File: src/hw/rtl/sct_pkg.sv
// Package for the source code tokenizer: token kinds, scan modes, sizes
// and the character-class and keyword functions. No dependencies.
`default_nettype none

package sct_pkg;

    localparam int LINE_BITS_DEF   = 16;
    localparam int OFFSET_BITS_DEF = 24;
    localparam int LEN_BITS        = 16;
    localparam int KIND_BITS       = 5;
    localparam int KW_DEPTH        = 6;
    localparam int Q_DEPTH         = 4;

    typedef enum logic [1:0] {
        MODE_IDLE  = 2'd0,
        MODE_INT   = 2'd1,
        MODE_IDENT = 2'd2,
        MODE_DROP  = 2'd3
    } t_mode;

    localparam logic [KIND_BITS-1:0] KIND_EOF     = 5'd0;
    localparam logic [KIND_BITS-1:0] KIND_INTEGER = 5'd1;
    localparam logic [KIND_BITS-1:0] KIND_IDENT   = 5'd2;
    localparam logic [KIND_BITS-1:0] KIND_INT_KW  = 5'd3;
    localparam logic [KIND_BITS-1:0] KIND_RETURN  = 5'd4;
    localparam logic [KIND_BITS-1:0] KIND_IF      = 5'd5;
    localparam logic [KIND_BITS-1:0] KIND_ELSE    = 5'd6;
    localparam logic [KIND_BITS-1:0] KIND_WHILE   = 5'd7;
    localparam logic [KIND_BITS-1:0] KIND_PLUS    = 5'd8;
    localparam logic [KIND_BITS-1:0] KIND_MINUS   = 5'd9;
    localparam logic [KIND_BITS-1:0] KIND_STAR    = 5'd10;
    localparam logic [KIND_BITS-1:0] KIND_SLASH   = 5'd11;
    localparam logic [KIND_BITS-1:0] KIND_LPAREN  = 5'd12;
    localparam logic [KIND_BITS-1:0] KIND_RPAREN  = 5'd13;
    localparam logic [KIND_BITS-1:0] KIND_SEMI    = 5'd14;
    localparam logic [KIND_BITS-1:0] KIND_LBRACE  = 5'd15;
    localparam logic [KIND_BITS-1:0] KIND_RBRACE  = 5'd16;
    localparam logic [KIND_BITS-1:0] KIND_ASSIGN  = 5'd17;
    localparam logic [KIND_BITS-1:0] KIND_ERROR   = 5'd18;

    localparam logic [7:0] CHAR_NUL     = 8'h00;
    localparam logic [7:0] CHAR_NEWLINE = 8'h0A;
    localparam logic [7:0] CHAR_UNDER   = 8'h5F;

    // Keyword spellings, first character in the lowest byte.
    localparam logic [8*KW_DEPTH-1:0] KW_INT    = {8'h00, 8'h00, 8'h00, "t", "n", "i"};
    localparam logic [8*KW_DEPTH-1:0] KW_RETURN = {"n", "r", "u", "t", "e", "r"};
    localparam logic [8*KW_DEPTH-1:0] KW_IF     = {8'h00, 8'h00, 8'h00, 8'h00, "f", "i"};
    localparam logic [8*KW_DEPTH-1:0] KW_ELSE   = {8'h00, 8'h00, "e", "s", "l", "e"};
    localparam logic [8*KW_DEPTH-1:0] KW_WHILE  = {8'h00, "e", "l", "i", "h", "w"};

    function automatic logic is_digit(input logic [7:0] c);
        return (c >= "0") && (c <= "9");
    endfunction

    function automatic logic is_letter(input logic [7:0] c);
        return ((c >= "a") && (c <= "z")) || ((c >= "A") && (c <= "Z"));
    endfunction

    function automatic logic is_space(input logic [7:0] c);
        return (c == " ") || ((c >= 8'd9) && (c <= 8'd13));
    endfunction

    // Punctuator kind, or the error kind for any byte that is no punctuator.
    function automatic logic [KIND_BITS-1:0] punct_kind(input logic [7:0] c);
        logic [KIND_BITS-1:0] k;
        case (c)
            "+":     k = KIND_PLUS;
            "-":     k = KIND_MINUS;
            "*":     k = KIND_STAR;
            "/":     k = KIND_SLASH;
            "(":     k = KIND_LPAREN;
            ")":     k = KIND_RPAREN;
            ";":     k = KIND_SEMI;
            "{":     k = KIND_LBRACE;
            "}":     k = KIND_RBRACE;
            "=":     k = KIND_ASSIGN;
            default: k = KIND_ERROR;
        endcase
        return k;
    endfunction

    // True when the stored bytes below klen spell the given keyword.
    function automatic logic kw_match(input logic [8*KW_DEPTH-1:0] chars,
                                      input logic [8*KW_DEPTH-1:0] text,
                                      input int unsigned klen);
        logic m;
        m = 1'b1;
        for (int i = 0; i < KW_DEPTH; i++) begin
            if (i < klen && chars[8*i +: 8] != text[8*i +: 8]) m = 1'b0;
        end
        return m;
    endfunction

    function automatic logic [KIND_BITS-1:0] ident_kind(input logic [8*KW_DEPTH-1:0] chars,
                                                         input logic [LEN_BITS-1:0] len);
        logic [KIND_BITS-1:0] k;
        k = KIND_IDENT;
        if (len == LEN_BITS'(3) && kw_match(chars, KW_INT, 3)) k = KIND_INT_KW;
        else if (len == LEN_BITS'(6) && kw_match(chars, KW_RETURN, 6)) k = KIND_RETURN;
        else if (len == LEN_BITS'(2) && kw_match(chars, KW_IF, 2)) k = KIND_IF;
        else if (len == LEN_BITS'(4) && kw_match(chars, KW_ELSE, 4)) k = KIND_ELSE;
        else if (len == LEN_BITS'(5) && kw_match(chars, KW_WHILE, 5)) k = KIND_WHILE;
        return k;
    endfunction

endpackage

`default_nettype wire

File: src/hw/rtl/source_code_tokenizer.sv
// Top level of the source code tokenizer: scanner state, token building
// and a small token queue toward the output stream. Depends on sct_pkg.
`default_nettype none

// Channel   | Dir | Handshake                  | Payload
// ----------+-----+----------------------------+--------------------------------------
// s (bytes) | in  | i_s_tvalid / o_s_tready    | i_s_tdata: text byte
// m (token) | out | o_m_tvalid / i_m_tready    | o_m_tdata: kind, line, column, offset,
//           |     |                            | length; o_m_tlast: last token of byte
//
// One byte is taken in every cycle while ready: the scanner decides everything
// about a byte in the cycle of its transfer and writes up to two tokens into a
// four-entry queue. The sustained rate is set by the output port, which drains one
// token a cycle while i_m_tready is high; a byte that closes one token and starts
// a punctuator, error token or end of text makes two. The input is ready while
// the queue holds at most two tokens, so with the output stalled it stops once more
// than two tokens wait; bytes that make no token do not fill it. Reset is synchronous,
// active low, and returns every position counter to line 1, column 1, offset 0.

module source_code_tokenizer
    import sct_pkg::*;
#(
    parameter int LINE_BITS   = LINE_BITS_DEF,
    parameter int OFFSET_BITS = OFFSET_BITS_DEF
) (
    input  wire logic                  i_clk,
    input  wire logic                  i_rst_n,
    input  wire logic                  i_s_tvalid,
    output logic                       o_s_tready,
    // Fields from the lowest bit: text_byte.
    input  wire logic [7:0]            i_s_tdata,
    output logic                       o_m_tvalid,
    input  wire logic                  i_m_tready,
    // Fields from the lowest bit: token_kind, start_line, start_column,
    // start_offset, token_length, then zero fill up to a whole byte.
    output logic [((KIND_BITS + 2*LINE_BITS + OFFSET_BITS + LEN_BITS + 7) / 8) * 8 - 1:0]
                                       o_m_tdata,
    output logic                       o_m_tlast
);

    localparam int TOK_BITS = KIND_BITS + 2*LINE_BITS + OFFSET_BITS + LEN_BITS;
    localparam int TDATA_W  = ((TOK_BITS + 7) / 8) * 8;
    localparam int ENT_BITS = TOK_BITS + 1;
    localparam int PTR_BITS = $clog2(Q_DEPTH);
    localparam int CNT_BITS = $clog2(Q_DEPTH + 1);

    // Scanner state.
    t_mode                    r_mode, n_mode;
    logic [LINE_BITS-1:0]     r_line, n_line;
    logic [LINE_BITS-1:0]     r_col, n_col;
    logic [OFFSET_BITS-1:0]   r_off, n_off;
    logic [LINE_BITS-1:0]     r_tok_line, n_tok_line;
    logic [LINE_BITS-1:0]     r_tok_col, n_tok_col;
    logic [OFFSET_BITS-1:0]   r_tok_off, n_tok_off;
    logic [LEN_BITS-1:0]      r_tok_len, n_tok_len;
    logic [8*KW_DEPTH-1:0]    r_kw, n_kw;

    // Token queue.
    logic [ENT_BITS-1:0]      r_q [Q_DEPTH];
    logic [PTR_BITS-1:0]      r_wr, r_rd;
    logic [CNT_BITS-1:0]      r_cnt;

    logic                     s_xfer, m_xfer;
    logic [7:0]               c;
    logic [1:0]               push;
    logic [ENT_BITS-1:0]      tok0, tok1;

    // Position after the current byte, with saturation.
    logic [LINE_BITS-1:0]     adv_line, adv_col;
    logic [OFFSET_BITS-1:0]   adv_off;
    logic [LEN_BITS-1:0]      inc_len;

    function automatic logic [TOK_BITS-1:0] pack_tok(
        input logic [KIND_BITS-1:0]   kind,
        input logic [LINE_BITS-1:0]   ln,
        input logic [LINE_BITS-1:0]   col,
        input logic [OFFSET_BITS-1:0] off,
        input logic [LEN_BITS-1:0]    len
    );
        return {len, off, col, ln, kind};
    endfunction

    assign c          = i_s_tdata;
    assign o_s_tready = (r_cnt <= CNT_BITS'(Q_DEPTH - 2));
    assign s_xfer     = i_s_tvalid && o_s_tready;
    assign o_m_tvalid = (r_cnt != '0);
    assign m_xfer     = o_m_tvalid && i_m_tready;
    assign o_m_tdata  = TDATA_W'(r_q[r_rd][TOK_BITS-1:0]);
    assign o_m_tlast  = r_q[r_rd][TOK_BITS];

    always_comb begin
        if (c == CHAR_NEWLINE) begin
            adv_line = (&r_line) ? r_line : r_line + LINE_BITS'(1);
            adv_col  = LINE_BITS'(1);
        end else begin
            adv_line = r_line;
            adv_col  = (&r_col) ? r_col : r_col + LINE_BITS'(1);
        end
        adv_off = (&r_off) ? r_off : r_off + OFFSET_BITS'(1);
        inc_len = (&r_tok_len) ? r_tok_len : r_tok_len + LEN_BITS'(1);
    end

    // Lexing of one byte. A byte that ends an open token first closes it, then
    // is lexed as if the scanner were between tokens.
    always_comb begin
        logic                 closed;
        logic [KIND_BITS-1:0] pk;
        n_mode     = r_mode;
        n_line     = r_line;
        n_col      = r_col;
        n_off      = r_off;
        n_tok_line = r_tok_line;
        n_tok_col  = r_tok_col;
        n_tok_off  = r_tok_off;
        n_tok_len  = r_tok_len;
        n_kw       = r_kw;
        push       = 2'd0;
        tok0       = '0;
        tok1       = '0;
        closed     = 1'b0;
        pk         = punct_kind(c);

        case (r_mode)
            MODE_DROP: begin
                if (c == CHAR_NUL) begin
                    n_mode     = MODE_IDLE;
                    n_line     = LINE_BITS'(1);
                    n_col      = LINE_BITS'(1);
                    n_off      = '0;
                    n_tok_line = LINE_BITS'(1);
                    n_tok_col  = LINE_BITS'(1);
                    n_tok_off  = '0;
                    n_tok_len  = '0;
                end
            end
            MODE_INT: begin
                if (is_digit(c)) begin
                    n_tok_len = inc_len;
                    n_line    = adv_line;
                    n_col     = adv_col;
                    n_off     = adv_off;
                end else begin
                    closed = 1'b1;
                    tok0   = {1'b0, pack_tok(KIND_INTEGER, r_tok_line, r_tok_col,
                                             r_tok_off, r_tok_len)};
                end
            end
            MODE_IDENT: begin
                if (is_letter(c) || is_digit(c) || c == CHAR_UNDER) begin
                    for (int i = 0; i < KW_DEPTH; i++) begin
                        if (r_tok_len == LEN_BITS'(i)) n_kw[8*i +: 8] = c;
                    end
                    n_tok_len = inc_len;
                    n_line    = adv_line;
                    n_col     = adv_col;
                    n_off     = adv_off;
                end else begin
                    closed = 1'b1;
                    tok0   = {1'b0, pack_tok(ident_kind(r_kw, r_tok_len), r_tok_line,
                                             r_tok_col, r_tok_off, r_tok_len)};
                end
            end
            default: ;
        endcase

        if (r_mode == MODE_IDLE || closed) begin
            logic [ENT_BITS-1:0] t;
            logic                emit;
            t    = '0;
            emit = 1'b0;
            n_mode = MODE_IDLE;
            if (c == CHAR_NUL) begin
                // End of text: report the current position, then start over.
                emit       = 1'b1;
                t          = {1'b1, pack_tok(KIND_EOF, r_line, r_col, r_off, '0)};
                n_line     = LINE_BITS'(1);
                n_col      = LINE_BITS'(1);
                n_off      = '0;
                n_tok_line = LINE_BITS'(1);
                n_tok_col  = LINE_BITS'(1);
                n_tok_off  = '0;
                n_tok_len  = '0;
            end else if (is_space(c)) begin
                n_line = adv_line;
                n_col  = adv_col;
                n_off  = adv_off;
            end else if (is_digit(c) || is_letter(c) || c == CHAR_UNDER) begin
                n_tok_line = r_line;
                n_tok_col  = r_col;
                n_tok_off  = r_off;
                n_tok_len  = LEN_BITS'(1);
                if (is_digit(c)) begin
                    n_mode = MODE_INT;
                end else begin
                    n_mode       = MODE_IDENT;
                    n_kw[7:0]    = c;
                end
                n_line = adv_line;
                n_col  = adv_col;
                n_off  = adv_off;
            end else begin
                // Punctuator or unknown byte; an unknown byte starts dropping.
                emit = 1'b1;
                t    = {1'b1, pack_tok(pk, r_line, r_col, r_off, LEN_BITS'(1))};
                if (pk == KIND_ERROR) n_mode = MODE_DROP;
                n_line = adv_line;
                n_col  = adv_col;
                n_off  = adv_off;
            end

            if (closed) begin
                if (emit) begin
                    tok1 = t;
                    push = 2'd2;
                end else begin
                    tok0[TOK_BITS] = 1'b1;
                    push = 2'd1;
                end
            end else if (emit) begin
                tok0 = t;
                push = 2'd1;
            end
        end
    end

    always_ff @(posedge i_clk) begin
        if (!i_rst_n) begin
            r_mode     <= MODE_IDLE;
            r_line     <= LINE_BITS'(1);
            r_col      <= LINE_BITS'(1);
            r_off      <= '0;
            r_tok_line <= LINE_BITS'(1);
            r_tok_col  <= LINE_BITS'(1);
            r_tok_off  <= '0;
            r_tok_len  <= '0;
        end else if (s_xfer) begin
            r_mode     <= n_mode;
            r_line     <= n_line;
            r_col      <= n_col;
            r_off      <= n_off;
            r_tok_line <= n_tok_line;
            r_tok_col  <= n_tok_col;
            r_tok_off  <= n_tok_off;
            r_tok_len  <= n_tok_len;
        end
    end

    // Keyword bytes are only read below the open length, so they need no reset.
    always_ff @(posedge i_clk) begin
        if (s_xfer) r_kw <= n_kw;
    end

    always_ff @(posedge i_clk) begin
        if (s_xfer && push != 2'd0) begin
            r_q[r_wr] <= tok0;
            if (push == 2'd2) r_q[r_wr + PTR_BITS'(1)] <= tok1;
        end
    end

    always_ff @(posedge i_clk) begin
        if (!i_rst_n) begin
            r_wr  <= '0;
            r_rd  <= '0;
            r_cnt <= '0;
        end else begin
            if (s_xfer) r_wr <= r_wr + PTR_BITS'(push);
            if (m_xfer) r_rd <= r_rd + PTR_BITS'(1);
            r_cnt <= r_cnt + CNT_BITS'(s_xfer ? push : 2'd0) - CNT_BITS'(m_xfer);
        end
    end

endmodule

`default_nettype wire

File: config.mk
export PLATFORM = sky130hd
export DESIGN_NAME = source_code_tokenizer
export DESIGN_NICKNAME = d
export VERILOG_FILES = /design/src/hw/rtl/sct_pkg.sv /design/src/hw/rtl/source_code_tokenizer.sv
export SDC_FILE = /design/constraint.sdc
export NUM_CORES = 1
export LEC_CHECK = 0
export BUFFER_PORTS_ARGS = -buffer_cell sky130_fd_sc_hd__buf_2
export CAP_MARGIN = 20
export CORE_AREA = 2 2 298 182
export CTS_BUF_LIST = sky130_fd_sc_hd__clkbuf_4
export DETAILED_ROUTE_END_ITERATION = 16
export DIE_AREA = 0 0 300 184
export GPL_ROUTABILITY_DRIVEN = 1
export PLACE_DENSITY_LB_ADDON = 0.08
export SETUP_SLACK_MARGIN = 0.1
export SLEW_MARGIN = 20
export SYNTH_ARGS = -nofsm -noshare
export SYNTH_HDL_FRONTEND = slang
export SYNTH_SLANG_ARGS = --single-unit
File: constraint.sdc
create_clock -name i_clk -period 6.9 [get_ports i_clk]
set_clock_uncertainty 0.05 [all_clocks]
set_input_delay 0 -clock i_clk [delete_from_list [all_inputs] [get_ports i_clk]]
set_output_delay 0 -clock i_clk [all_outputs]
set_load 0.01 [all_outputs]
==> results of run 1 <==
## cell usage after synthesis (9+ instances only)
cell      count
nand3_1      92
nor4_1       14
o21ai_1      15
nor3_1       38
ha_1         18
inv_1        30
a22oi_1      67
a21oi_1      80
dfxtp_1     199
buf_2        51
xor2_1       16
o22ai_1     172
a31oi_1       9
a311oi_1     10
edfxtp_1    300
nor2_1       99
o21ai_0      69
xnor2_1      31
o22ai_2       9
and3_1       25
mux4_2       78
a22o_1       57
buf_1        13
and2_1       13
nand2_1     220
a32o_1       16
nand4_1      34
clkbuf_1    139
## flip-flops by register name, indices dropped and copies added, names as in the netlist, named ones only
register    count
r_tok_len      16
r_tok_line     16
r_cnt           3
r_q           312
r_col          16
r_tok_col      16
r_line         16
r_tok_off      24
r_kw           48
r_rd            2
r_mode          2
r_wr            2
r_off          24
## cells in the final DEF (no fill, tap or decap), types with 14 or more instances in the layout
cell           instances
nor2_1                98
nor4_1                14
ha_1                  18
nand2_1              216
nand3_1               92
clkinv_1              28
o21ai_1               14
clkbuf_4             188
a22oi_1               67
mux4_2                78
o21ai_0               69
nor3_1                37
a21oi_1               79
nand4_1               34
dfxtp_1              197
xnor2_1               31
and3_1                24
a22o_1                57
o22ai_1              172
a32o_1                16
dlygate4sd3_1         17
edfxtp_1             300
xor2_1                16
inv_1                 29
buf_2                 91
buf_4                 30
## path summary, 6_finish.rpt
kind | start | endpoint | slack, ns | cells after the start
max reg2reg | r_mode[0] | r_q[3][5] | 1.73 | 13
min | i_s_tdata[0] | r_kw[16] | 0.09 | 2
max | r_mode[0] | r_q[3][5] | 1.73 | 13
min reg2reg | r_q[2][69] | r_q[2][69] | 0.40 | 2
## area by class of cell
type,instances,area [µm²],area share [%]
sequential,499,13000,50.2
multi-input combinational,1318,9380,36.2
clock buffer,188,1410,5.45
timing repair buffer,142,931,3.59
tap,703,880,3.39
clock inverter,38,186,0.719
inverter,32,123,0.473
antenna,1,2.50,0.00966
## routing by layer
layer  track usage (%)  wire length, µm  up-vias
met3              5.60             7600      101
met4              5.74             1030        0
met5                 0                0        -
met2              36.3            29500      949
met1              40.4            33300     8939
li1                  -                -     8115
## power by group
| group | switching, mW | internal, mW | leakage, nW |
|---|---|---|---|
| Sequential | 0.158 | 3.40 | 4.32 |
| Combinational | 1.38 | 0.665 | 2.90 |
| Clock | 1.22 | 1.28 | 0.962 |
## metrics by stage
| stage | setup WS, ns | util, % | power [mW] | instance area, µm² | hold WS [ns] |
|---|---|---|---|---|---|
| 3_5_place_dp | 1.77 | 46.2 | 5.65 | 24100 | 0.316 |
| 5_1_grt | 1.43 | 49.6 | 8.49 | 25900 | 0.0254 |
| 4_1_cts | 1.78 | 49.6 | 8.17 | 25900 | 0.00405 |
| 3_3_place_gp | 1.92 | 46.2 | 5.64 | 24100 | 0.311 |
| 6_report | 1.73 | 49.6 | 8.10 | 25900 | 0.0857 |
| 2_1_floorplan | 1.60 | - | 4.85 | 23400 | 0.0489 |
## kinds of logic after synthesis
kind of cell | Yosys count
fa+ha+maj | 20
other cells | 1
flops | 499
compound gates | 549
mux | 88
simple gates | 611
buf+inv | 246
xor+xnor | 47
## critical path, cell delays in order (launching register included)
cell and delay (ns):
dfxtp_1 0.41, inv_1 0.09, ha_1 0.30, a21boi_1 0.18
o21a_2 0.18, o21ai_1 0.26, inv_4 0.35, ha_1 0.40
or3_1 0.39, nor2_2 0.38, buf_4 0.30, or3_2 0.94
buf_4 0.49, o22ai_1 0.16
## timing repair
| item | 4_1_cts | 5_1_grt |
|---|---|---|
| hold buffers | 17 | 0 |
| resized for setup | 0 | 0 |
| hold endpoints to repair | 108 | 0 |
==> out/metrics.yaml, run 1 <==
synth:
  synth-simple-area-share_pct: 13.2
  synthXorXnorAreaFrac_pct: 1.76
  synth_top_family_by_area: "compound AO/OA/AOI/OAI gates"
  synth_area_um2: 23400
  muxShareOfSynthArea_pct: 7.99
  yosys_warnings: 0
  yosysTopAreaCellShare_pct: 38.6
  synthAdderAreaFrac_pct: 1.09
  ys.flop_type: "edfxtp_1"
  synth_cell_types: 86
  synth-seq-area-share_pct: 55.6
  netlist.top_cell.by_area: "edfxtp_1"
  netlist_instances: 2061
  synthArstFlopShare_pct: 0
  syn_area_per_cell_um2: 11.3
  synthTopCellsByArea: "edfxtp_1 (39%), dfxtp_1 (17%), mux4_2 (7.5%)"
  synth_compound_area_share_pct: 15.8
  synth_edf_count: 300
  ys_ff_latch: 499
drt:
  drc: 0
  wl_mm: 71.4
  drt_iter0_markers: 2315
  detail-route-antenna-nets: 0
  vias: 18104
  drt_first_pass_iters: 7
  viasPerCell: 6.20
  wl_per_cell_um: 24.4
critical_path:
  endpoint_kind: "register"
  critical_path_class: "register to register"
  critPathLaunchType: "register"
  worstPathMaxFanout: 55
  required_ns: 7.41
  worstPathArrival_ns: 5.68
clocking:
  clk_pin_slew_ns: 0.07
  cts_made_buffers: 119
  htreeDepth: 3
  ctsRootBufferMaster: "clkbuf_4"
  post_cts_buffers: 0
  cts_tree: "done"
  clockBufferDepth: 3
  clk_latency_ns: 0.84
  clock_sinks: 499
worst_hold_path:
  hold_path_class: "input pin to register"
placement:
  hpwlAfterDp_mm: 41.2
  place_congestion: 0.898
  numPortBuffers: 91
  dpl.cell_count: 2677
timing:
  relSlewSlack_pct: 20.3
  setup_viol: 0
  rsz0062_at_grt: "no"
  timing.final.hold_violations: 0
  tightest_slew_ns: 1.19
  min_period_over_period_pct: 74.9
  tns_ns: 0
  fin_crit_ns: 5.17
  max_freq_ghz: 0.193
  slew_violations: 0
global_routing:
  first_global_vias: 17433
  grt_max_degree: 76
  grt_pass1_wl_mm: 109
  antenna_found_initial: 1
  gr-total-overflow: 0
  track_usage_pct: 25.9
floorplan:
  die-width_um: 300
  coreArea_um2: 52200
  io-pin-count: 95
  start_util_pct: 44.7
  num_rows: 65
  fp.dieH_um: 184
  die_area_um2: 55200
final_layout:
  synthToLayoutAreaGrowth_pct: 11.0
  final_nets: 2143
  fill_cells: 4782
  layout-drive-gt1-share_pct: 20.7
  stdcell_count: 2921
power:
  power.density_nw_per_um2: 312
  p_leak_nw: 8.19
  vdd_ir_drop_max_uv: 171
flow_run:
  cap_viol_max_count: 0
outcome:
  status: "complete, no violations"
No activity file was read; power rests on OpenSTA's default activity.
==> inputs of run 2 (changes only) <==
clock period = 4.5 ns   (was 6.9 ns; I/O delays follow)
==> out/metrics.yaml, run 2 (synthesis gave the netlist of run 1 again) <==
flow_run:
  cap_viol_max_count: 0  # unchanged
timing:
  tightest_slew_ns: 0.960  # was 1.19 ns
  timing.final.hold_violations: 0  # unchanged
  tns_ns: 0  # unchanged
  slew_violations: 0  # unchanged
  min_period_over_period_pct: 94.4
  fin_crit_ns: 4.25
  relSlewSlack_pct: 36.0  # was 20.3%
  rsz0062_at_grt: "no"  # unchanged
  whs_ns: 0.138  # was 0.0857 ns
  max_freq_ghz: 0.235
  setup_viol: 0  # unchanged
critical_path:
  critPathLaunchType: "input pin"  # was register
  endpoint_kind: "register"  # unchanged
  critical_path_class: "input pin to register"  # was register to register
  worstPathMaxFanout: 31  # was 55
  required_ns: 4.98  # was 7.41 ns
  worstPathArrival_ns: 4.73  # was 5.68 ns
floorplan:
  die-width_um: 300  # unchanged
  fp.dieH_um: 184  # unchanged
  coreArea_um2: 52200  # unchanged
  num_rows: 65  # unchanged
  io-pin-count: 95  # unchanged
  die_area_um2: 55200  # unchanged
  start_util_pct: 44.7  # unchanged
power:
  p_leak_nw: 8.38  # was 8.19 nW
  power.density_nw_per_um2: 473  # was 312 nW/µm²
  vdd_ir_drop_max_uv: 326  # was 171 µV
final_layout:
  layout-drive-gt1-share_pct: 21.5  # was 20.7%
  final_nets: 2179  # was 2143
  synthToLayoutAreaGrowth_pct: 12.6  # was 11.0%
  top_regs: "r_q (312), r_kw (48)"  # unchanged
  final_cell_mix: "edfxtp_1 (300), nand2_1 (217), dfxtp_1 (197)"  # was edfxtp_1 (300), nand2_1 (216), dfxtp_1 (197)
  largest_reg_flops: 312  # unchanged
  final_common_cell: "edfxtp_1"  # unchanged
  top_register: "r_q"  # unchanged
drt:
  wl_mm: 71.7  # was 71.4 mm
  wl_per_cell_um: 24.3  # was 24.4 µm
  drt_iter0_markers: 1982  # was 2315
  detail-route-antenna-nets: 0  # unchanged
  drc: 0  # unchanged
  vias: 18180  # was 18.1k
  viasPerCell: 6.16  # was 6.20
  drt_first_pass_iters: 6  # was 7
clocking:
  cts_made_buffers: 119  # unchanged
  htreeDepth: 3  # unchanged
  clk_latency_ns: 0.90  # was 0.84 ns
  ctsRootBufferMaster: "clkbuf_4"  # unchanged
  cts_tree: "done"  # unchanged
  clockBufferDepth: 3  # unchanged
  clock_sinks: 499  # unchanged
  clk_pin_slew_ns: 0.07  # about the same
placement:
  place_congestion: 0.893  # was 0.898
  hpwlAfterDp_mm: 41.3  # was 41.2 mm
  numPortBuffers: 91  # unchanged
global_routing:
  antenna_found_initial: 2  # was 1
  gr-total-overflow: 0  # unchanged
  first_global_vias: 17641  # was 17.4k
  grt_pass1_wl_mm: 109  # about the same
  track_usage_pct: 26.0  # was 25.9%
  grt_max_degree: 78  # was 76
worst_hold_path:
  hold_path_class: "input pin to register"  # unchanged
outcome:
  status: "complete, no violations"  # unchanged
==> run 2: changes by cell type in the layout (fill, tap and decap cells not counted), moves of 2 or more <==
cell,previous run,this run
buf_12,4,13
clkinv_2,6,3
buf_6,0,4
clkinvlp_4,0,2
clkbuf_4,188,185
buf_4,30,43
dlygate4sd3_1,17,25
==> run 2: metrics by stage <==
| step | cell area, µm² | worst slack [ns] | util, % | cells | total power [mW] |
|---|---|---|---|---|---|
| after global placement | 24500 | 0.286 | 46.9 | 2704 | 8.73 |
| after CTS | 26300 | 0.176 | 50.3 | 2950 | 12.6 |
| after floorplan | 23400 | 0.105 | - | 2063 | 7.44 |
| after detailed placement | 24500 | 0.182 | 46.9 | 2704 | 8.76 |
| final | 26300 | 0.251 | 50.4 | 2953 | 12.5 |
| after global routing | 26300 | 0.109 | 50.4 | 2953 | 13.1 |
==> run 2: path summary, 6_finish.rpt <==
path / start / end / slack (ns) / cells after the start
worst min-delay path: i_s_tdata[4] / r_kw[4] / 0.14 / 3
worst max-delay path: i_s_tdata[3] / r_q[1][22] / 0.25 / 15
worst max register to register: r_mode[0] / r_q[1][22] / 0.54 / 13
worst min register to register: r_q[1][65] / r_q[1][65] / 0.40 / 2
==> run 2: cell type report <==
cell class	count	area [µm²]
multi-input combinational	1318	9390
antenna	2	5.00
timing repair buffer	178	1360
clock buffer	185	1390
clock inverter	36	148
inverter	32	126
sequential	499	13000
tap	703	880
fill	4766	25900
==> run 2: where the power goes <==
part / total (mW) / switching (mW) / internal [mW]
sequential: 5.46 / 0.256 / 5.20
clock: 3.77 / 1.90 / 1.87
combinational: 3.23 / 2.11 / 1.12
total: 12.5 / 4.26 / 8.19
==> run 2: what timing repair did <==
action,CTS,global route
endpoints found under the setup margin,0,280
hold buffers,25,0
setup buffers,0,1
hold endpoints to repair,228,0
gates resized for setup,0,9
==> run 2: worst max-delay path, cell delays in order <==
cell and delay, ns:
dlygate4sd3_1 0.54, dlygate4sd3_1 0.57, buf_2 0.18, nor4_2 0.38, nand2_1 0.14, o22ai_1 0.43
or2_1 0.19, inv_1 0.11, ha_1 0.34, o21a_1 0.14, o211ai_1 0.11, buf_4 0.22
or4_2 0.69, nand2_4 0.33, buf_12 0.30
==> run 2: per-layer routing <==
metal	track usage, %	vias up	wire length, µm
met4	8.34	0	1450
met5	0	-	0
met1	38.8	8949	32900
met3	7.88	107	7860
met2	35.7	940	29500
li1	-	8184	-
